[src/assert_macros.svh]
// Assertion macros used by the RTL top level.
`ifndef ASSERT_MACROS_SVH
`define ASSERT_MACROS_SVH
`ifndef NO_ASSERTIONS
// Implication checked outside reset.
`define NPFF_ASSERT_IMPL(lbl, clk, rst, a, c) \
  lbl: assert property (@(posedge clk) disable iff (rst) (a) |-> (c)) \
    else $error("assertion failed");
// Next-cycle implication checked at every edge, reset included.
`define NPFF_ASSERT_NEXT(lbl, clk, a, c) \
  lbl: assert property (@(posedge clk) (a) |=> (c)) \
    else $error("assertion failed");
`else
`define NPFF_ASSERT_IMPL(lbl, clk, rst, a, c)
`define NPFF_ASSERT_NEXT(lbl, clk, a, c)
`endif
`endif

[src/npff_pkg.sv]
// Types and constants of the face flux block.
package npff_pkg;

  localparam int IN_TDATA_W  = 296;
  localparam int OUT_TDATA_W = 80;
  localparam int Q_DEPTH     = 2;

  // Register indexes
  localparam logic REG_FLOW_VELOCITY = 1'b0;

  // Classified species word passed from front to back
  typedef struct packed {
    logic signed [32:0] ksi;
    logic signed [32:0] dc;
    logic signed [32:0] dphi;
    logic signed [31:0] cf;
    logic        [30:0] alpha;
    logic        [30:0] dcoef;
    logic signed [3:0]  z;
    logic               last;
    logic               derr;
  } q_item_t;

  // Divider request and response
  typedef struct packed {
    logic               start;
    logic signed [63:0] num;
    logic signed [32:0] den;
  } div_req_t;

  typedef struct packed {
    logic               done;
    logic signed [63:0] quo;
  } div_rsp_t;

  typedef enum logic [2:0] {
    BK_IDLE,
    BK_MUL,
    BK_PRE,
    BK_PROD,
    BK_DIV,
    BK_FIN,
    BK_OUT
  } back_state_t;

endpackage

[src/npff_queue.sv]
// Short queue between front and back.
module npff_queue (
  input  logic              clk,
  input  logic              rst,
  input  logic              push_valid,
  output logic              push_ready,
  input  npff_pkg::q_item_t push_data,
  output logic              pop_valid,
  input  logic              pop,
  output npff_pkg::q_item_t pop_data,
  output logic [1:0]        count
);
  import npff_pkg::*;

  q_item_t mem [Q_DEPTH];
  logic    wr_ptr, rd_ptr;
  logic    do_push;

  assign push_ready = (count != 2'(Q_DEPTH));
  assign pop_valid  = (count != 2'd0);
  assign pop_data   = mem[rd_ptr];
  assign do_push    = push_valid && push_ready;

  // Advance pointers and count
  always_ff @(posedge clk) begin
    if (rst) begin
      wr_ptr <= 1'b0;
      rd_ptr <= 1'b0;
      count  <= 2'd0;
    end else begin
      if (do_push) wr_ptr <= ~wr_ptr;
      if (pop) rd_ptr <= ~rd_ptr;
      count <= count + 2'(do_push) - 2'(pop);
    end
  end

  always_ff @(posedge clk) begin
    if (do_push) begin
      mem[wr_ptr] <= push_data;
    end
  end

endmodule

[config.mk]
export PLATFORM = sky130hd
export DESIGN_NAME = npff_queue
export DESIGN_NICKNAME = d
export VERILOG_FILES = /design/src/assert_macros.svh /design/src/npff_pkg.sv /design/src/npff_queue.sv
export SDC_FILE = /design/constraint.sdc
export NUM_CORES = 1
export LEC_CHECK = 0
export BUFFER_PORTS_ARGS = -buffer_cell sky130_fd_sc_hd__clkbuf_2
export CAP_MARGIN = 20
export CORE_ASPECT_RATIO = 0.75
export CORE_MARGIN = 5
export CORE_UTILIZATION = 52
export DETAILED_ROUTE_END_ITERATION = 8
export PLACE_DENSITY = 0.79
export SYNTH_ARGS = -nofsm -noshare
export SYNTH_HDL_FRONTEND = slang
export SYNTH_SLANG_ARGS = --single-unit
[constraint.sdc]
create_clock -name clk -period 8.8 [get_ports clk]
set_input_delay 1.76 -clock clk [delete_from_list [all_inputs] [get_ports clk]]
set_output_delay 1.76 -clock clk [all_outputs]
set_load 0.005 [all_outputs]
==> qor.yml <==
fillers: 1924
post-dp-hpwl_um: 22400
cts_hold_buf: 0
place_ws_ns: 4.47
critical_path_class: "flop to output port"
core_um2: 28200
synth_top_area_share_pct: 79.6
final_cell_area_um2: 18600
antenna_left: 0
path_depth: 3
grt_max_degree: 168
rows: 53
cts.repair.resized: 0
reg2reg_to: "mem[0][159]"
min_path_type: "flop to flop"
placed_area_um2: 17400
setup_tns_ns: 0
rrSetupSlack_ns: 5.76
drc: 0
ir_drop_v: 0.000192
worst_hold_slack_ns: 0.521
htreeDepth: 2
grt_pass1_vias: 8142
path_delay_family: "flip-flops"
p_leak_nw: 7.25
dr.pass1.iters: 5
port-buffer-count: 405
viasPerCell: 5.17
critPathCaptureType: "output port"
min-delay-start: "rd_ptr"
root_buffer: "clkbuf_16"
fp.dieW_um: 206
final_cell_mix: "clkbuf_2, edfxtp_1, mux2_4"
grt_pass1_wl_um: 46600
initial_core_util_pct: 53.1
synth_cell_types: 24
syn_inst: 648
clkSlewWorstSetupHoldPaths_ns: 0.06
drv_slew: 0
cpPeakStageDelay_ns: 1.06
grt_antenna_before_repair: 2
maxSlewHeadroom_pct: 28.2
post-route-util_pct: 65.9
wl_um: 32200
io_pins: 406
synth_nets: 852
synth.avg_cell_area_um2: 23.2
cp_num_buf_inv: 2
cts_buffers: 38
final.setup_skew_ns: 0.0150
gp_congestion: 0.879
drtIter0Drc: 403
yosysSeqAreaShare_pct: 80.3
timing.fmax_ghz: 0.207
worstPathCellList: "buf_4 > mux2_2 > clkbuf_2"
crit_path_max_fanout: 71
yosys_warnings: 0
grt.overflow.total: 0
fp.dieArea_um2: 32400
drive_gt1_share_pct: 59.2
synth_top_area_cell: "edfxtp_1"
ys_seq_elements: 403
timing.final.ws_setup_ns: 3.98
r2r_start: "count[0]"
arrival_ns: 3.06
insertion_delay_ns: 0.52
period_needed_ns: 4.82
vias: 7700
clk_path_buf_depth: 3
track_usage_pct: 19.1
worst_hold_path.num_cells: 2
power_density_nw_per_um2: 241
cp_slowest_cell: "dfxtp_4"
cts_sinks: 403
area_growth_pct: 23.9
hold_viol_final: 0
reg2reg_depth: 4
crit_path_start_kind: "flop"
drt-wirelength-per-cell_um: 21.6
post_cts_buffers: 0
fin_crit_sh_pct: 54.8
synth_area_um2: 15000
drv_cap: 0
cp.required_ns: 7.04
status: "completed"
fin_nets: 1280
finalSetupViolations: 0
cts_tree: "done"
final_common_cell: "clkbuf_2"
grt_setup_unrepaired: "no"
synthTopCellsByArea: "edfxtp_1, mux2_4, mux2_2"
dieHeight_um: 157
worstMarginPinSlew_ns: 1.08
[power by group]
group | switching, mW | total [mW] | internal (mW) | leakage [nW]
registers | 0.0560 | 2.36 | 2.30 | 3.76
clock network | 0.648 | 1.57 | 0.925 | 0.587
logic | 0.270 | 0.545 | 0.275 | 2.90
total | 0.975 | 4.48 | 3.50 | 7.25
[cells in the mapped netlist]
master,count
mux2_1,10
ha_1,1
mux2_4,100
dfxtp_1,5
nand3b_1,1
a21oi_1,1
buf_2,9
nor2b_1,1
edfxtp_1,398
and3_1,1
inv_1,4
mux2_2,89
buf_6,13
a21bo_2,1
nand2_1,1
a2111oi_0,1
nand2b_1,1
nand4_1,2
nand4b_1,1
nor2_1,3
a21boi_1,1
xnor2_1,2
or4b_1,1
or2_2,1
[sequential cells by signal, indices dropped and copies added, names as in the netlist, named ones only]
register,flops
mem,398
count,2
rd_ptr,1
wr_ptr,1
[metrics by stage]
step / std cells / total power [mW]
floorplan: 648 / 2.71
global placement: 1421 / 2.94
detailed placement: 1421 / 2.96
CTS: 1488 / 4.53
global route: 1488 / 4.66
finish: 1489 / 4.48
[tightest hold or removal path, delay by kind of cell (launching register included)]
family           cells  cell delay [ns]
flip-flops           1             0.33
AND/OR/NAND/NOR      1             0.07
XOR/XNOR             1             0.09
[final cells by class]
cell class,instances,area [um2],area share (%)
diodes,1,2.50,0.0134
flip-flops and latches,403,12100,64.8
clock inverters,12,106,0.572
multi-input cells,219,2760,14.8
repair buffers,410,2080,11.2
clock buffers,55,1100,5.90
inverters,4,22.5,0.121
well taps,385,482,2.59
[metal layers]
metal | up-vias | part of all wire [%] | GRT usage (%)
met1 | 3812 | 37 | 22.9
met4 | 4 | 2.2 | 5.35
met3 | 54 | 12 | 7.79
li1 | 3448 | - | -
met5 | - | 0.084 | 0
met2 | 382 | 49 | 32.1
[worst max-delay path by stage]
stage	slack, ns	to	from
after floorplan	1.86	mem[1][0]	push_valid
after global placement	4.45	pop_data[79]	flop
after detailed placement	4.47	pop_data[4]	flop
after CTS	3.87	pop_data[48]	flop
after global routing	3.80	pop_data[43]	flop
final	3.98	pop_data[43]	flop
[cells by family after synthesis]
logic type | after synthesis | synth area share (%)
AOI/OAI and AO/OA | 4 | 0.208
xor gates and xnor gates | 2 | 0.117
adders and majority gates | 1 | 0.0833
buffers and inverters | 26 | 1.37
DFF | 403 | 80.3
muxes | 199 | 17.4
and+or+nand+nor | 13 | 0.525
Power figures use the tool's default switching activity.
