<file path="src/assert_macros.svh">
// Assertion macros used by the RTL top level.
`ifndef ASSERT_MACROS_SVH
`define ASSERT_MACROS_SVH
`ifndef NO_ASSERTIONS
// Implication checked outside reset.
`define NPFF_ASSERT_IMPL(lbl, clk, rst, a, c) \
  lbl: assert property (@(posedge clk) disable iff (rst) (a) |-> (c)) \
    else $error("assertion failed");
// Next-cycle implication checked at every edge, reset included.
`define NPFF_ASSERT_NEXT(lbl, clk, a, c) \
  lbl: assert property (@(posedge clk) (a) |=> (c)) \
    else $error("assertion failed");
`else
`define NPFF_ASSERT_IMPL(lbl, clk, rst, a, c)
`define NPFF_ASSERT_NEXT(lbl, clk, a, c)
`endif
`endif

</file>
<file path="src/npff_pkg.sv">
// Types and constants of the face flux block.
package npff_pkg;

  localparam int IN_TDATA_W  = 296;
  localparam int OUT_TDATA_W = 80;
  localparam int Q_DEPTH     = 2;

  // Register indexes
  localparam logic REG_FLOW_VELOCITY = 1'b0;

  // Classified species word passed from front to back
  typedef struct packed {
    logic signed [32:0] ksi;
    logic signed [32:0] dc;
    logic signed [32:0] dphi;
    logic signed [31:0] cf;
    logic        [30:0] alpha;
    logic        [30:0] dcoef;
    logic signed [3:0]  z;
    logic               last;
    logic               derr;
  } q_item_t;

  // Divider request and response
  typedef struct packed {
    logic               start;
    logic signed [63:0] num;
    logic signed [32:0] den;
  } div_req_t;

  typedef struct packed {
    logic               done;
    logic signed [63:0] quo;
  } div_rsp_t;

  typedef enum logic [2:0] {
    BK_IDLE,
    BK_MUL,
    BK_PRE,
    BK_PROD,
    BK_DIV,
    BK_FIN,
    BK_OUT
  } back_state_t;

endpackage

</file>
<file path="src/npff_div.sv">
// Radix-2 signed divider, quotient truncated toward zero, one bit a cycle.
module npff_div (
  input  logic               clk,
  input  logic               rst,
  input  npff_pkg::div_req_t req,
  output npff_pkg::div_rsp_t rsp
);
  import npff_pkg::*;

  logic        [62:0] nq;
  logic        [32:0] dmag;
  logic        [33:0] rem;
  logic        [33:0] trial;
  logic        [5:0]  cnt;
  logic               neg, busy, done;
  logic signed [63:0] nabs, dabs;
  logic               fits;

  always_comb begin
    nabs  = req.num[63] ? -req.num : req.num;
    dabs  = req.den[32] ? -64'(req.den) : 64'(req.den);
    trial = {rem[32:0], nq[62]};
    fits  = (trial >= {1'b0, dmag});
  end

  // Sequence the iterations
  always_ff @(posedge clk) begin
    if (rst) begin
      busy <= 1'b0;
      done <= 1'b0;
    end else begin
      done <= 1'b0;
      if (req.start) begin
        busy <= 1'b1;
      end else if (busy && cnt == 6'd0) begin
        busy <= 1'b0;
        done <= 1'b1;
      end
    end
  end

  // Shift remainder and quotient
  always_ff @(posedge clk) begin
    if (req.start) begin
      nq   <= nabs[62:0];
      dmag <= dabs[32:0];
      rem  <= '0;
      neg  <= req.num[63] ^ req.den[32];
      cnt  <= 6'd62;
    end else if (busy) begin
      rem <= fits ? (trial - {1'b0, dmag}) : trial;
      nq  <= {nq[61:0], fits};
      cnt <= cnt - 6'd1;
    end
  end

  assign rsp.done = done;
  assign rsp.quo  = neg ? -$signed({1'b0, nq}) : $signed({1'b0, nq});

endmodule

</file>
<file path="config.mk">
export PLATFORM = sky130hd
export DESIGN_NAME = npff_div
export DESIGN_NICKNAME = d
export VERILOG_FILES = /design/src/assert_macros.svh /design/src/npff_pkg.sv /design/src/npff_div.sv
export SDC_FILE = /design/constraint.sdc
export NUM_CORES = 1
export LEC_CHECK = 0
export BUFFER_PORTS_ARGS = -buffer_cell sky130_fd_sc_hd__buf_2
export CORE_MARGIN = 3
export CORE_UTILIZATION = 58
export CTS_CLUSTER_SIZE = 30
export DETAILED_ROUTE_END_ITERATION = 6
export GPL_ROUTABILITY_DRIVEN = 1
export HOLD_SLACK_MARGIN = 0.12
export PLACE_DENSITY = 0.81
export SKIP_LAST_GASP = 1
export SYNTH_ARGS = -nofsm -noshare
export SYNTH_HDL_FRONTEND = slang
export SYNTH_SLANG_ARGS = --single-unit
export TNS_END_PERCENT = 100
</file>
<file path="constraint.sdc">
create_clock -name clk -period 5 [get_ports clk]
set_input_delay 1 -clock clk [delete_from_list [all_inputs] [get_ports clk]]
set_output_delay 1 -clock clk [all_outputs]
set_load 0.02 [all_outputs]
</file>
==> results of run 1 <==
[cell type report]
cell class | instances | area, µm² | share of cell area (%)
antenna | 1 | 2.50 | 0.0205
clock buffer | 17 | 425 | 3.49
clock inverter | 15 | 175 | 1.44
inverter | 61 | 229 | 1.88
multi-input combinational | 935 | 6330 | 51.9
sequential | 138 | 3730 | 30.6
tap | 225 | 282 | 2.31
timing repair buffer | 186 | 1010 | 8.32
[flip-flops by register name, summed over array words and instances, names as in the netlist]
signal  cells
nq         63
dmag       33
rem        33
cnt         6
busy        1
done        1
neg         1
[through the flow]
step | total power, mW | cell area, µm² | hold slack (ns) | utilization, %
after floorplan | 2.17 | 10400 | 0.450 | -
after global placement | 2.48 | 11400 | 0.461 | 65.4
after detailed placement | 2.50 | 11400 | 0.478 | 65.4
after CTS | 3.78 | 12000 | 0.487 | 69.0
after global routing | 3.99 | 12200 | 0.497 | 70.0
final | 3.80 | 12200 | 0.486 | 70.0
[metal layers]
| metal | global-route usage [%] | wire (µm) | vias up |
|---|---|---|---|
| met4 | 10.0 | 755 | 0 |
| met3 | 3.99 | 1710 | 63 |
| met2 | 42.5 | 12400 | 364 |
| li1 | - | - | 4642 |
| met5 | 0 | 0 | - |
| met1 | 37.7 | 12000 | 4462 |
[Yosys cell counts (10+ instances only)]
master	n
inv_1	61
a211oi_1	22
ha_1	37
xor2_1	73
xnor2_1	114
edfxtp_1	97
nor4_1	13
dfxtp_1	41
a21oi_1	112
nand3_1	15
o21ai_0	93
o41ai_1	22
nand2_1	79
nor2_1	114
nand4_1	10
or3_1	22
o31ai_1	41
or4_1	21
mux2i_1	11
nand2b_1	17
clkbuf_1	52
a21o_1	14
nor3_1	21
[final timing paths]
path | from | to | slack [ns] | cells after the start
setup / recovery | nq[30] | rsp[44] | 0.09 | 9
hold / removal | rem[13] | rem[13] | 0.49 | 2
setup reg to reg | nq[62] | rem[9] | 1.32 | 15
hold reg to reg | rem[13] | rem[13] | 0.49 | 2
[what timing repair did]
action | in CTS | in global routing
gates resized for setup | 6 | 17
pin swaps | 0 | 5
setup buffers | 0 | 11
gates cloned | 0 | 0
setup endpoints to repair | 9 | 29
[logic make-up (layout without fill, tap and decap cells)]
kind of cell / count (synthesis) / count (layout) / synth area share, %
and+or+nand+nor: 344 / 344 / 16.6
adders and majority gates: 38 / 38 / 4.65
muxes: 16 / 16 / 1.60
buffers and inverters: 118 / 279 / 4.33
DFF: 138 / 138 / 35.9
xor gates and xnor gates: 187 / 187 / 15.8
AOI/OAI and AO/OA: 350 / 350 / 21.1
other: 0 / 1 / 0
[power by group through the flow]
stage	sequential, mW	clock [mW]	combinational, mW
after global routing	1.48	1.35	1.15
after detailed placement	1.48	0	1.01
after CTS	1.46	1.30	1.03
after global placement	1.48	0	0.998
after floorplan	1.45	0	0.720
final	1.47	1.28	1.05
[critical path, cell delays in order, from the launching register on]
cell and delay [ns]:
edfxtp_1 0.43, or4_4 0.55, or4_4 0.44, or3_4 0.34, or3_4 0.33, or2_4 0.27, or4_4 0.57, o41ai_4 0.25
xnor2_1 0.15, buf_4 0.16
==> flow_metrics.env, run 1 <==
export IMPL_status="complete, no violations"
export IMPL_synth_nets=1329
export IMPL_grt_max_degree=75
export IMPL_combPwrFrac_pct=27.7
export IMPL_cts_tree="yes"
export IMPL_crit_path_max_fanout=5
export IMPL_fin_nets=1477
export IMPL_p_per_area_mw_per_mm2=312
export IMPL_yosys_register_bits=138
export IMPL_wl_um=26900
export IMPL_cts_sinks=138
export IMPL_hold_viol_final=0
export IMPL_grt_pass1_vias=8814
export IMPL_cp_required_ns=4.00
export IMPL_hold_path_class="reg -> reg"
export IMPL_die_x_um=140
export IMPL_layout_common_cells="buf_2, nor2_1, xnor2_1"
export IMPL_grt_overflow_total=0
export IMPL_htreeDepth=4
export IMPL_syn_area_mm2=0.0104
export IMPL_clk_latency_ns=0.42
export IMPL_synth_top_area_cell="edfxtp_1"
export IMPL_arrival_ns=3.91
export IMPL_area_growth_pct=17.3
export IMPL_fin_crit_sh_pct=98.3
export IMPL_ys_flop_type="edfxtp_1"
export IMPL_drc_errors=0
export IMPL_rsz0062_at_grt="true"
export IMPL_dpl_worst_slack_ns=0.299
export IMPL_p_leak_nw=4.83
export IMPL_final_cells=1578
export IMPL_power_switching_mw=1.25
export IMPL_num_rows=48
export IMPL_worst_pin_slew_ns=0.983
export IMPL_skew_ns=0.00690
export IMPL_avgSynthCellArea_um2=8.73
export IMPL_relSlewSlack_pct=33.5
export IMPL_yosysUniqueCellTypes=60
export IMPL_period_minus_slack_ns=4.91
export IMPL_cts_root_buf="clkbuf_16"
export IMPL_dieArea_mm2=0.0196
export IMPL_peakVddDrop_v=0.000282
export IMPL_critPathLaunchType="register"
export IMPL_syn_inst=1191
export IMPL_nFillCells=1349
export IMPL_die_height_um=140
export IMPL_end_kind="output port"
export IMPL_clock_fmax_mhz=204
export IMPL_wl_per_cell_um=17.0
export IMPL_hpwlAfterDp_um=19600
export IMPL_yosysSeqAreaShare_pct=35.9
export IMPL_worstSetupPathType="reg -> out"
export IMPL_grt_first_pass_wirelength_um=43400
export IMPL_synth_edf_count=97
export IMPL_ctsHoldBuffers=0
export IMPL_drt_iter0_markers=847
export IMPL_clkPwrFrac_pct=33.8
export IMPL_vias=9531
export IMPL_layout_commonest_cell="buf_2"
export IMPL_grtUsageTotal_pct=26.9
export IMPL_port_buffers=164
export IMPL_start_util_pct=59.7
export IMPL_async_reset_ff_share_pct=0
export IMPL_clockBufferDepth=2
export IMPL_synth_top_area_share_pct=28.0
export IMPL_io_pins=165
export IMPL_tns_ns=0
export IMPL_p_seq_share_pct=38.6
export IMPL_viasPerCell=6.04
export IMPL_antenna_found_initial=0
export IMPL_numCtsBuffers=17
export IMPL_max_cap_violations=0
export IMPL_ys_warn_count=0
export IMPL_setup_viol=0
export IMPL_ys_top_cells_by_area="edfxtp_1, xnor2_1, dfxtp_1"
export IMPL_p_int_mw=2.55
export IMPL_dr_pass1_iters=5
export IMPL_core_mm2=0.0174
export IMPL_switching_share_pct=32.8
export IMPL_place_inst=1534
export IMPL_drtAntennaViolNets=0
export IMPL_drive_gt1_share_pct=19.4
export IMPL_layout_setup_ws_ns=0.0869
export IMPL_slew_violations=0
export IMPL_gp_congestion=0.949
export IMPL_clkTransAtPathRegs_ns=0.06
No activity file was read; power rests on OpenSTA's default activity.
==> run 2, diff against run 1 <==
--- a/config.mk
+++ b/config.mk
@@ -7,12 +7,12 @@
 export LEC_CHECK = 0
 export BUFFER_PORTS_ARGS = -buffer_cell sky130_fd_sc_hd__buf_2
 export CORE_MARGIN = 3
-export CORE_UTILIZATION = 58
+export CORE_UTILIZATION = 63
 export CTS_CLUSTER_SIZE = 30
 export DETAILED_ROUTE_END_ITERATION = 6
 export GPL_ROUTABILITY_DRIVEN = 1
 export HOLD_SLACK_MARGIN = 0.12
-export PLACE_DENSITY = 0.81
+export PLACE_DENSITY = 0.87
 export SKIP_LAST_GASP = 1
 export SYNTH_ARGS = -nofsm -noshare
 export SYNTH_HDL_FRONTEND = slang
==> constraint.sdc (replaced) <==
create_clock -name clk -period 6 [get_ports clk]
set_input_delay 1.2 -clock clk [delete_from_list [all_inputs] [get_ports clk]]
set_output_delay 1.2 -clock clk [all_outputs]
set_load 0.02 [all_outputs]
==> run 2 against run 1 <==
  * Setup slack improved by 0.49 ns
  * Via count rose by 2.6%
  * Power fell by 16%
  * Sequential cell count did not move
  * First-iteration DRC count rose by 43%
  * Wire length rose by 2.1%
  * Largest cell class unchanged
==> flow_metrics.env, run 2 (synthesis results as in run 1) <==
export IMPL_skew_ns=0.00886
export IMPL_final_cells=1553
export IMPL_viasPerCell=6.30
export IMPL_whs_path_depth=2
export IMPL_dpl_worst_slack_ns=1.07
export IMPL_vias=9782
export IMPL_p_per_area_mw_per_mm2=267
export IMPL_area_growth_pct=14.9
export IMPL_die_x_um=134
export IMPL_place_inst=1521
export IMPL_status="complete, no violations"
export IMPL_grtUsageTotal_pct=29.9
export IMPL_fin_nets=1462
export IMPL_wl_per_cell_um=17.6
export IMPL_numCtsBuffers=17
export IMPL_cts_tree="yes"
export IMPL_antenna_found_initial=0
export IMPL_hold_viol_final=0
export IMPL_hold_path_class="reg -> reg"
export IMPL_critPathBufInv=1
export IMPL_final_util_pct=74.6
export IMPL_slew_violations=0
export IMPL_drive_gt1_share_pct=17.1
export IMPL_diodes=0
export IMPL_ctsHoldBuffers=0
export IMPL_critPathTopFamily="simple AND/OR/NAND/NOR gates"
export IMPL_cp_required_ns=4.80
export IMPL_max_cap_violations=0
export IMPL_crit_cells=10
export IMPL_tns_ns=0
export IMPL_rrSetupSlack_ns=1.71
export IMPL_worst_pin_slew_ns=1.10
export IMPL_die_height_um=134
export IMPL_min_to="cnt[0]"
export IMPL_peakVddDrop_v=0.000204
export IMPL_reg_top3="nq (63), dmag (33), rem (33)"
export IMPL_cp_slowest_cell="or4_4"
export IMPL_dr_pass1_iters=6
export IMPL_core_mm2=0.0160
export IMPL_drtAntennaViolNets=0
export IMPL_layout_commonest_cell="buf_2"
export IMPL_layout_setup_ws_ns=0.581
export IMPL_largest_reg_flops=63
export IMPL_htreeDepth=4
export IMPL_drc_errors=0
export IMPL_worstSetupPathType="reg -> out"
export IMPL_reg2reg_depth=14
export IMPL_crit_path_max_fanout=5
export IMPL_arrival_ns=4.22
export IMPL_rr_endpoint="rem[16]"
export IMPL_clockBufferDepth=2
export IMPL_crit_chain="or4_4, or4_4, or3_4, or3_1, or2_4, nor4_2, nand2_1, o31ai_1, xnor2_1, buf_2"
export IMPL_grt_first_pass_wirelength_um=43900
export IMPL_cts_setup_buffers=0
export IMPL_io_pins=165
export IMPL_drt_iter0_markers=1214
export IMPL_period_minus_slack_ns=5.42
export IMPL_grt_max_degree=95
export IMPL_num_rows=46
export IMPL_clk_latency_ns=0.43
export IMPL_critical_path_max_stage_delay_ns=0.56
export IMPL_p_leak_nw=4.70
export IMPL_place_area_mm2=0.0113
export IMPL_setup_viol=0
export IMPL_start_util_pct=65.0
export IMPL_end_kind="output port"
export IMPL_hpwlAfterDp_um=19400
export IMPL_grt_overflow_total=0
export IMPL_clock_fmax_mhz=185
export IMPL_cts_resized=0
export IMPL_port_buffers=164
export IMPL_worstReg2RegStart="nq[62]"
export IMPL_rsz0062_at_grt="false"
export IMPL_relSlewSlack_pct=26.7
export IMPL_cts_root_buf="clkbuf_16"
export IMPL_min_from="cnt[0]"
export IMPL_fin_crit_sh_pct=90.3
export IMPL_grt_pass1_vias=8883
export IMPL_gp_congestion=0.936
export IMPL_clkTransAtPathRegs_ns=0.06
export IMPL_cts_sinks=138
export IMPL_wl_um=27400
export IMPL_regMostFlops="nq"
export IMPL_fin_area_mm2=0.0119
export IMPL_cpMostUsedCell="or4_4"
export IMPL_critPathLaunchType="register"
export IMPL_dieArea_mm2=0.0181
export IMPL_layout_common_cells="buf_2, nor2_1, xnor2_1"
## run 2: cell types whose count changed in the layout (fill, tap and decap cells not counted), moves of 4 or more
cell / change
clkbuf_1: +6
nand2_1: +5
o31ai_1: +5
buf_2: +4
nand2_2: -5
buf_4: -18
## run 2: final cells by class
cell class	count	area, µm²
tap	216	270
clock buffer	24	462
clock inverter	8	144
inverter	61	229
sequential	138	3730
timing repair buffer	171	880
fill	1153	4060
multi-input combinational	935	6220
## run 2: power by group
part | internal, mW | switching [mW] | total (mW)
logic | 0.331 | 0.537 | 0.869
registers | 1.13 | 0.0872 | 1.22
clock network | 0.705 | 0.397 | 1.10
## run 2: how the worst max path moves through the flow
stage / to / start / slack [ns]
final: rsp[49] / nq[30] / 0.58
after global routing: rsp[49] / nq[18] / 0.40
after CTS: rsp[49] / nq[30] / 0.62
after detailed placement: rsp[49] / nq[30] / 1.07
after global placement: rsp[59] / nq[31] / 1.22
after floorplan: rsp[44] / nq[31] / 1.45
## run 2: layer usage
metal  share of wire [%]  track usage [%]  up-vias
met5                   0                0        -
met4                 3.9             12.1        0
met3                 9.2             5.21       99
met2                  46             46.5      563
met1                  41             41.8     4499
li1                    -                -     4621
## run 2: stage by stage
step | hold WS (ns) | total power, mW
floorplan | 0.450 | 1.81
global placement | 0.461 | 2.06
detailed placement | 0.479 | 2.08
CTS | 0.487 | 3.18
global route | 0.504 | 3.32
finish | 0.483 | 3.19
## run 2: worst register-to-register path: cells and delay by family (launching register included)
kind | cells | cell delay (ns)
AND/OR/NAND/NOR | 1 | 0.08
flip-flops | 1 | 0.50
adder cells (fa/ha/maj) | 2 | 0.56
buffers and inverters | 3 | 0.53
AO/OA/AOI/OAI | 8 | 2.48
