File: config.mk
export PLATFORM = sky130hd
export DESIGN_NAME = npff_front
export DESIGN_NICKNAME = d
export VERILOG_FILES = /design/src/assert_macros.svh /design/src/npff_pkg.sv /design/src/npff_front.sv
export SDC_FILE = /design/constraint.sdc
export NUM_CORES = 1
export LEC_CHECK = 0
export BUFFER_PORTS_ARGS = -buffer_cell sky130_fd_sc_hd__buf_2
export CORE_MARGIN = 2
export CORE_UTILIZATION = 35
export DETAILED_ROUTE_END_ITERATION = 8
export PLACE_DENSITY = 0.69
export SETUP_SLACK_MARGIN = 0.2
export SLEW_MARGIN = 15
export SYNTH_ARGS = -nofsm -noshare
export SYNTH_HDL_FRONTEND = slang
export SYNTH_SLANG_ARGS = --single-unit
File: constraint.sdc
create_clock -name clk -period 14.7 [get_ports clk]
set_input_delay 0.735 -clock clk [delete_from_list [all_inputs] [get_ports clk]]
set_output_delay 0.735 -clock clk [all_outputs]
set_load 0.05 [all_outputs]
File: src/assert_macros.svh
// Assertion macros used by the RTL top level.
`ifndef ASSERT_MACROS_SVH
`define ASSERT_MACROS_SVH
`ifndef NO_ASSERTIONS
// Implication checked outside reset.
`define NPFF_ASSERT_IMPL(lbl, clk, rst, a, c) \
  lbl: assert property (@(posedge clk) disable iff (rst) (a) |-> (c)) \
    else $error("assertion failed");
// Next-cycle implication checked at every edge, reset included.
`define NPFF_ASSERT_NEXT(lbl, clk, a, c) \
  lbl: assert property (@(posedge clk) (a) |=> (c)) \
    else $error("assertion failed");
`else
`define NPFF_ASSERT_IMPL(lbl, clk, rst, a, c)
`define NPFF_ASSERT_NEXT(lbl, clk, a, c)
`endif
`endif

File: src/npff_pkg.sv
// Types and constants of the face flux block.
package npff_pkg;

  localparam int IN_TDATA_W  = 296;
  localparam int OUT_TDATA_W = 80;
  localparam int Q_DEPTH     = 2;

  // Register indexes
  localparam logic REG_FLOW_VELOCITY = 1'b0;

  // Classified species word passed from front to back
  typedef struct packed {
    logic signed [32:0] ksi;
    logic signed [32:0] dc;
    logic signed [32:0] dphi;
    logic signed [31:0] cf;
    logic        [30:0] alpha;
    logic        [30:0] dcoef;
    logic signed [3:0]  z;
    logic               last;
    logic               derr;
  } q_item_t;

  // Divider request and response
  typedef struct packed {
    logic               start;
    logic signed [63:0] num;
    logic signed [32:0] den;
  } div_req_t;

  typedef struct packed {
    logic               done;
    logic signed [63:0] quo;
  } div_rsp_t;

  typedef enum logic [2:0] {
    BK_IDLE,
    BK_MUL,
    BK_PRE,
    BK_PROD,
    BK_DIV,
    BK_FIN,
    BK_OUT
  } back_state_t;

endpackage

File: src/npff_front.sv
// Front end: accepts species words, forms differences and classifies them.
module npff_front (
  input  logic                             clk,
  input  logic                             rst,
  input  logic                             s_tvalid,
  output logic                             s_tready,
  // conc_left, conc_right, potential_left, potential_right, centre_left,
  // centre_right, perm_left, perm_right, diffusion_coeff, charge_number
  input  logic [npff_pkg::IN_TDATA_W-1:0]  s_tdata,
  input  logic                             s_tuser,   // right_is_membrane
  input  logic                             s_tlast,   // last_species
  output logic                             push_valid,
  input  logic                             push_ready,
  output npff_pkg::q_item_t                push_data
);
  import npff_pkg::*;

  logic signed [31:0] cl, cr, pl, pr, xl, xr;
  logic signed [32:0] csum;
  logic               hold_valid;
  q_item_t            item;

  // Unpack fields
  assign cl = $signed(s_tdata[31:0]);
  assign cr = $signed(s_tdata[63:32]);
  assign pl = $signed(s_tdata[95:64]);
  assign pr = $signed(s_tdata[127:96]);
  assign xl = $signed(s_tdata[159:128]);
  assign xr = $signed(s_tdata[191:160]);

  // Classify the word
  always_comb begin
    csum       = 33'(cl) + 33'(cr);
    item.ksi   = 33'(xr) - 33'(xl);
    item.dc    = 33'(cr) - 33'(cl);
    item.dphi  = 33'(pr) - 33'(pl);
    item.cf    = csum[32:1];
    item.alpha = s_tuser ? s_tdata[253:223] : s_tdata[222:192];
    item.dcoef = s_tdata[284:254];
    item.z     = $signed(s_tdata[288:285]);
    item.last  = s_tlast;
    item.derr  = (xr == xl);
  end

  assign s_tready   = !hold_valid || push_ready;
  assign push_valid = hold_valid;

  // Hold one classified word until the queue takes it
  always_ff @(posedge clk) begin
    if (rst) begin
      hold_valid <= 1'b0;
    end else if (s_tvalid && s_tready) begin
      hold_valid <= 1'b1;
    end else if (push_ready) begin
      hold_valid <= 1'b0;
    end
  end

  always_ff @(posedge clk) begin
    if (s_tvalid && s_tready) begin
      push_data <= item;
    end
  end

endmodule

==> impl_results.md, run 1 <==
* Critical path required time at roughly 15 ns
* Initial DRT Pass Iterations at 5
* Hold path cells at 2
* Per-cell routed wire length at 18.5 um
* Fmax at between 200 and 300 MHz
* Most instantiated library cell after synthesis: edfxtp_1
* Crit-path cells: buf_2, ha_1, fa_1, nand2b_1, a21oi_1, o21ai_1, o31ai_1, a311o_1, a211oi_1, o31ai_1, xor2_1
* HP Class: input port to register
* Post-synthesis sequential area ratio at 0.441
* Synth Register Bits at 200
* Root buf cell: clkbuf_16
* Final GP Congestion at 0.872
* Layout area overhead at 26.6%
* Post-synth EDFFs at 199
* Min Hold Slack at around 0.4 ns
* GRT overflow at 0
* Initial Util at 0.353
* CORE AREA at about 38000 um^2
* Post-DRT Antenna Nets at 0
* Power per cell area at about 110 nW/um^2
* Leading area contributor after synthesis: edfxtp_1
* PortBufs at roughly 500
* Initial antenna violation count at 20
* Reg2Reg Depth at 3
* Critical path endpoint category: register
* Slew HR at 0.333
* RSZ-0062 raised after global routing: false
* I/O pin count at ~500
* Pre-CTS setup slack at 10.53 ns
* Ys async rst share at 0
* Library cells used by synthesis at between 70 and 80
* CP Max Fanout at 5
* First DRT Iteration DRCs at approximately 640
* Share of layout cells above drive strength 1 at 0.324
* Total CTS buffers at 17
* Final min period at between 3 and 4 ns
* Reg clk slew, reported paths at around 0.080 ns
* Ys flop type: edfxtp_1
* Syn Nets at ~1800
* CTS tree: built
* Yosys warns at 0
* Gr usage total at 0.209
* Final Skew at about 0.010 ns
* Worst slew pin tran at between 1 and 1.5 ns
* Reg2reg start: push_valid$_SDFFE_PP0P_
* Overall routed net length at around 43000 um
* Die Span X at a little over 200 um
* Crit start category: input port
* Clock sinks at 200
* Post-Syn Area at roughly 14000 um^2
* Hold Buf Count CTS at 0
* Clk Latency, worst-skew pair at 0.47 ns
* Arrival @ worst endpoint at a little under 4 ns
* Avg Cell Area, Syn at 10.3 um^2
* First-pass GRT wire length at 64900 um
* Die height at 201 um
* Slew Viols, Final at 0
* Post-CTS sizing at 0
* Area contributors post-synth: edfxtp_1, ha_1, xnor2_1, a21oi_1, inv_1
* Via count at ~12000
* Top-area cell type share of the netlist area at 0.440
* Status: finished, final reports clean
* Largest net degree at the start of global routing at 77
* Worst Setup Slack, final at between 10 and 15 ns
* Setup-failing EPs final at 0
* R2R Path End: push_data[173]$_DFFE_PP_
* Setup repair bufs after CTS at 0
* Final worst-path cycle share at 0.249
* # Max-Cap Violations at 0
* Hpwl dp at between 30000 and 40000 um
* Final Hold Fails at 0
* Via/cell ratio at ~5.1
* Die ar. at about 40000 um^2
* # DRC at 0
* Number of global-route vias before repair at ~12000
* Max incr delay on CP at 0.76 ns
* R2R setup slack at around 12 ns
* Row cnt at between 70 and 80
* Kind of critical path: input port to register
* Max clock buf depth at 2
* Peak supply drop at between 0.08 and 0.09 mV
* Slowest cell on crit path: o31ai_1
* Most frequent CP cell: o31ai_1
* Nets at about 2200
* Htree depth at 4
* Worst hold start: rst
* Cell count after synthesis at about 1300
* Total negative slack at 0 ns
* Worst Hold Path EP: push_valid$_SDFFE_PP0P_
* Leak Pwr at 7.89 nW
* Commonest cells post-synth: edfxtp_1, inv_1, ha_1, a21oi_1, xnor2_1
-- report_power, final --
group          internal [mW]  switching, mW  leakage [nW]
Combinational          0.207          0.476          5.67
Sequential             0.714         0.0164          1.93
Clock                  0.246          0.248         0.290
Total                   1.17          0.741          7.89
-- registers in the layout, indices dropped and copies added (netlist names) --
name / cells
push_data: 199
push_valid: 1
-- placed cells by master (no fill, tap or decap), types with 24 or more instances in the layout --
master / netlist / layout
buf_2: 3 / 495
edfxtp_1: 199 / 199
inv_1: 139 / 139
ha_1: 128 / 128
a21oi_1: 121 / 121
xnor2_1: 89 / 89
nor2_1: 86 / 86
nand2_1: 65 / 65
a21o_1: 45 / 45
o21ai_0: 35 / 35
mux2_2: 31 / 31
o21ai_1: 24 / 24
-- layout make-up --
type                            count  area [um^2]
Fill cell                        3698        21300
Multi-Input combinational cell    931         6870
Sequential cell                   200         6000
Timing Repair Buffer              497         2490
Tap cell                          518          648
Inverter                          149          559
Clock buffer                       18          429
Clock inverter                     14          176
Antenna cell                       12         30.0
-- through the flow --
| step | util | instances | instance area (um^2) | total power [mW] |
|---|---|---|---|---|
| 2_1_floorplan | - | 1320 | 13600 | 1.24 |
| 3_3_place_gp | 0.431 | 2295 | 16600 | 1.42 |
| 3_5_place_dp | 0.431 | 2295 | 16600 | 1.42 |
| 4_1_cts | 0.446 | 2327 | 17200 | 1.93 |
| 5_1_grt | 0.447 | 2334 | 17200 | 2.00 |
| 6_report | 0.447 | 2339 | 17200 | 1.91 |
-- layer usage --
layer	track usage	routed length [um]	up-vias
li1	-	-	5777
met1	0.236	17100	5576
met2	0.371	22000	462
met3	0.0511	2780	79
met4	0.0934	1410	10
met5	0	64	-
-- worst max path at each step --
stage,start,end,slack (ns),depth (start not counted)
after global placement,s_tdata[64],push_data[128]$_DFFE_PP_,10.56,11
final,s_tdata[64],push_data[128]$_DFFE_PP_,11.04,11
after global routing,s_tdata[96],push_data[128]$_DFFE_PP_,10.84,12
after floorplan,push_ready,push_data[0]$_DFFE_PP_,8.32,2
after CTS,s_tdata[64],push_data[128]$_DFFE_PP_,11.02,11
after detailed placement,s_tdata[64],push_data[128]$_DFFE_PP_,10.53,11
-- cell families (layout without fill, tap and decap cells) --
logic type      after synthesis  after routing  share of synthesized area
simple gates                290            290                      0.107
compound gates              367            367                      0.178
xor+xnor                    111            111                     0.0716
fa+ha+maj                   132            132                      0.124
other cells                   0             12                          0
buf+inv                     189            678                     0.0533
mux                          31             31                     0.0257
flops                       200            200                      0.441
-- worst max-delay path, delay by kind of cell --
family	cells	cell delay [ns]
adder cells (fa/ha/maj)	2	0.62
buffers and inverters	1	0.10
AND/OR/NAND/NOR	1	0.18
AO/OA/AOI/OAI	6	2.08
XOR/XNOR	1	0.14
No activity file was read; power rests on OpenSTA's default activity.
==> run 2, diff against run 1 <==
--- a/config.mk
+++ b/config.mk
@@ -5,11 +5,12 @@
 export SDC_FILE = /design/constraint.sdc
 export NUM_CORES = 1
 export LEC_CHECK = 0
+export ABC_AREA = 1
 export BUFFER_PORTS_ARGS = -buffer_cell sky130_fd_sc_hd__buf_2
 export CORE_MARGIN = 2
 export CORE_UTILIZATION = 35
 export DETAILED_ROUTE_END_ITERATION = 8
-export PLACE_DENSITY = 0.69
+export PLACE_DENSITY = 0.67
 export SETUP_SLACK_MARGIN = 0.2
 export SLEW_MARGIN = 15
 export SYNTH_ARGS = -nofsm -noshare
==> constraint.sdc (replaced) <==
create_clock -name clk -period 3.6 [get_ports clk]
set_input_delay 0.18 -clock clk [delete_from_list [all_inputs] [get_ports clk]]
set_output_delay 0.18 -clock clk [all_outputs]
set_load 0.05 [all_outputs]
==> run 2 against run 1 <==
Combinational power increased to 4.6 times the previous value; highest routed layer unchanged; setup slack lost 9.1 ns; via count is 36% higher; cell area up 24%; critical endpoint is now push_data[198]$_DFFE_PP_; worst hold slack got worse by 0.32 ns; total power grew to 4.3 times the previous value; critical path depth is the same; clock skew down 0.00081 ns.
==> impl_results.md, run 2 <==
* Reg clk slew, reported paths at approximately 0.080 ns
* Critical path required time at slightly below 4 ns
* Leading cell type in the layout, fill and taps excluded: nand2_1
* Total CTS buffers at 17
* Via count at 16200
* # Max-Cap Violations at 0
* Htree depth at 4
* Post-synthesis sequential area ratio at 0.361
* Leading area contributor after synthesis: edfxtp_1
* Share of layout cells above drive strength 1 at 0.214
* Kind of critical path: input port to register
* Final Skew at ~0.0095 ns
* Clock share of power at 0.255
* Synth Register Bits at 200
* Largest net degree at the start of global routing at 75
* Max clock buf depth at 2
* Die ar. at between 40000 and 50000 um^2
* Pint at a little under 5 mW
* Commonest cells post-synth: nand2_1, inv_1, edfxtp_1, nor2_1, ha_1
* Setup repair bufs after CTS at 0
* Crit start category: input port
* GRT overflow at 0
* Switching part of the total at 0.405
* Sequential share of power at 0.363
* Clock sinks at 200
* Arrival @ worst endpoint at 1.90 ns
* Peak supply drop at between 0.3 and 0.4 mV
* Pre-CTS setup slack at 1.45 ns
* Root buf cell: clkbuf_16
* Via/cell ratio at between 4 and 5
* Final worst-path cycle share at 0.458
* Post-Place Cell Area at slightly below 20000 um^2
* Worst Setup Slack, final at 1.95 ns
* Hold Buf Count CTS at 100
* Number of global-route vias before repair at approximately 16000
* Syn Nets at 2776
* Per-cell routed wire length at roughly 16 um
* Most instantiated library cell after synthesis: nand2_1
* Largest register by flop count: push_data
* Min Hold Slack at roughly 0.088 ns
* Total negative slack at 0 ns
* Layout area overhead at 28.1%
* Die height at 222 um
* Final min period at about 1.7 ns
* Slew Viols, Final at 0
* CP Max Fanout at 3
* CORE AREA at 46800 um^2
* Design Area, Final at approximately 21000 um^2
* Status: finished, final reports clean
* Fillers at approximately 4800
* Top-area cell type share of the netlist area at 0.360
* I/O pin count at 503
* Post-Syn Area at 16600 um^2
* Leak Pwr at 12.0 nW
* Hpwl dp at around 46000 um
* Die Span X at about 220 um
* Avg Cell Area, Syn at a little over 7 um^2
* Yosys warns at 0
* Final Hold Fails at 0
* Setup-failing EPs final at 0
* Commonest cells after routing, fill and taps aside: nand2_1, inv_1, buf_2
* Row cnt at a little under 80
* Worst slew pin tran at 0.680 ns
* Seq. cell area at between 5000 and 6000 um^2
* Area of the multi-input gates at 8310 um^2
* PortBufs at between 400 and 500
* Final GP Congestion at roughly 0.97
* Ys flop type: edfxtp_1
* CTS tree: built
* Ys async rst share at 0
* Post-CTS sizing at 0
* Nets at ~3400
* HP Class: input port to register
* Library cells used by synthesis at 36
* Comb pwr share at 0.382
* Slew HR at 0.547
* Net Switching at 3.33 mW
* Initial Util at 0.355
* Critical path endpoint category: register
* Post-DRT Antenna Nets at 0
* Overall routed net length at between 50000 and 60000 um
* Gr usage total at 0.227
* First DRT Iteration DRCs at 945
* First-pass GRT wire length at 84600 um
* Post-synth EDFFs at between 150 and 200
* Initial DRT Pass Iterations at 7
* Largest register FFs at 199
* Area contributors post-synth: edfxtp_1, nand2_1, inv_1, ha_1, nor2_1
* Cell count after synthesis at around 2300
* Initial antenna violation count at 8
* Clk Latency, worst-skew pair at 0.50 ns
* Power per cell area at between 300 and 400 nW/um^2
* RSZ-0062 raised after global routing: false
* # DRC at 0
* Fmax at 606 MHz
-- run 2: kinds of logic (layout without fill, tap and decap cells) --
kind of cell	count (synthesis)	after routing	synth area share
AOI/OAI and AO/OA	117	117	0.0391
muxes	31	31	0.0210
other	0	5	0
adders and majority gates	132	132	0.101
DFF	200	200	0.361
and+or+nand+nor	1222	1222	0.303
xor gates and xnor gates	66	66	0.0348
buffers and inverters	574	1173	0.140
-- run 2: worst max-delay path, cell delays in order --
cell and delay (ns):
buf_2 0.10, ha_1 0.27, fa_1 0.44, nor2_1 0.16, o21ai_0 0.10, nand2_1 0.14
nand2_1 0.08, nand2_1 0.17, nand2_1 0.10, nand3_1 0.09, nand2_1 0.06
-- run 2: cell type report --
cell class / count / share of cell area
clock inverters: 15 / 0.00970
clock buffers: 17 / 0.0200
multi-input cells: 1568 / 0.390
flip-flops and latches: 200 / 0.282
repair buffers: 599 / 0.166
diodes: 5 / 0.000588
well taps: 607 / 0.0357
inverters: 542 / 0.0956
-- run 2: path summary, 6_finish.rpt --
path	start	to	slack, ns	cells past startpoint
setup / recovery	s_tdata[128]	push_data[198]$_DFFE_PP_	1.95	11
hold / removal	s_tdata[33]	push_data[68]$_DFFE_PP_	0.09	2
setup reg to reg	push_valid$_SDFFE_PP0P_	push_data[138]$_DFFE_PP_	1.99	2
hold reg to reg	push_valid$_SDFFE_PP0P_	push_data[129]$_DFFE_PP_	0.68	1
-- run 2: power groups by stage --
stage	logic [mW]	registers [mW]	clock network [mW]
after floorplan	1.36	3.86	0
after global placement	3.01	3.03	0
after detailed placement	3.02	3.03	0
after CTS	3.13	2.98	2.18
after global routing	3.41	3.00	2.25
final	3.14	2.98	2.09
-- run 2: layer usage --
metal / vias up / GRT usage / wire length [um]
met2: 565 / 0.421 / 28600
met5: - / 0 / 29
met3: 93 / 0.0473 / 3530
met1: 7259 / 0.249 / 21700
met4: 6 / 0.0939 / 2130
li1: 8324 / - / -
-- run 2: stage by stage --
step / util / cells / total power [mW]
floorplan: - / 2342 / 5.21
global placement: 0.420 / 3416 / 6.04
detailed placement: 0.420 / 3416 / 6.05
CTS: 0.455 / 3548 / 8.29
global route: 0.455 / 3551 / 8.66
finish: 0.455 / 3553 / 8.21
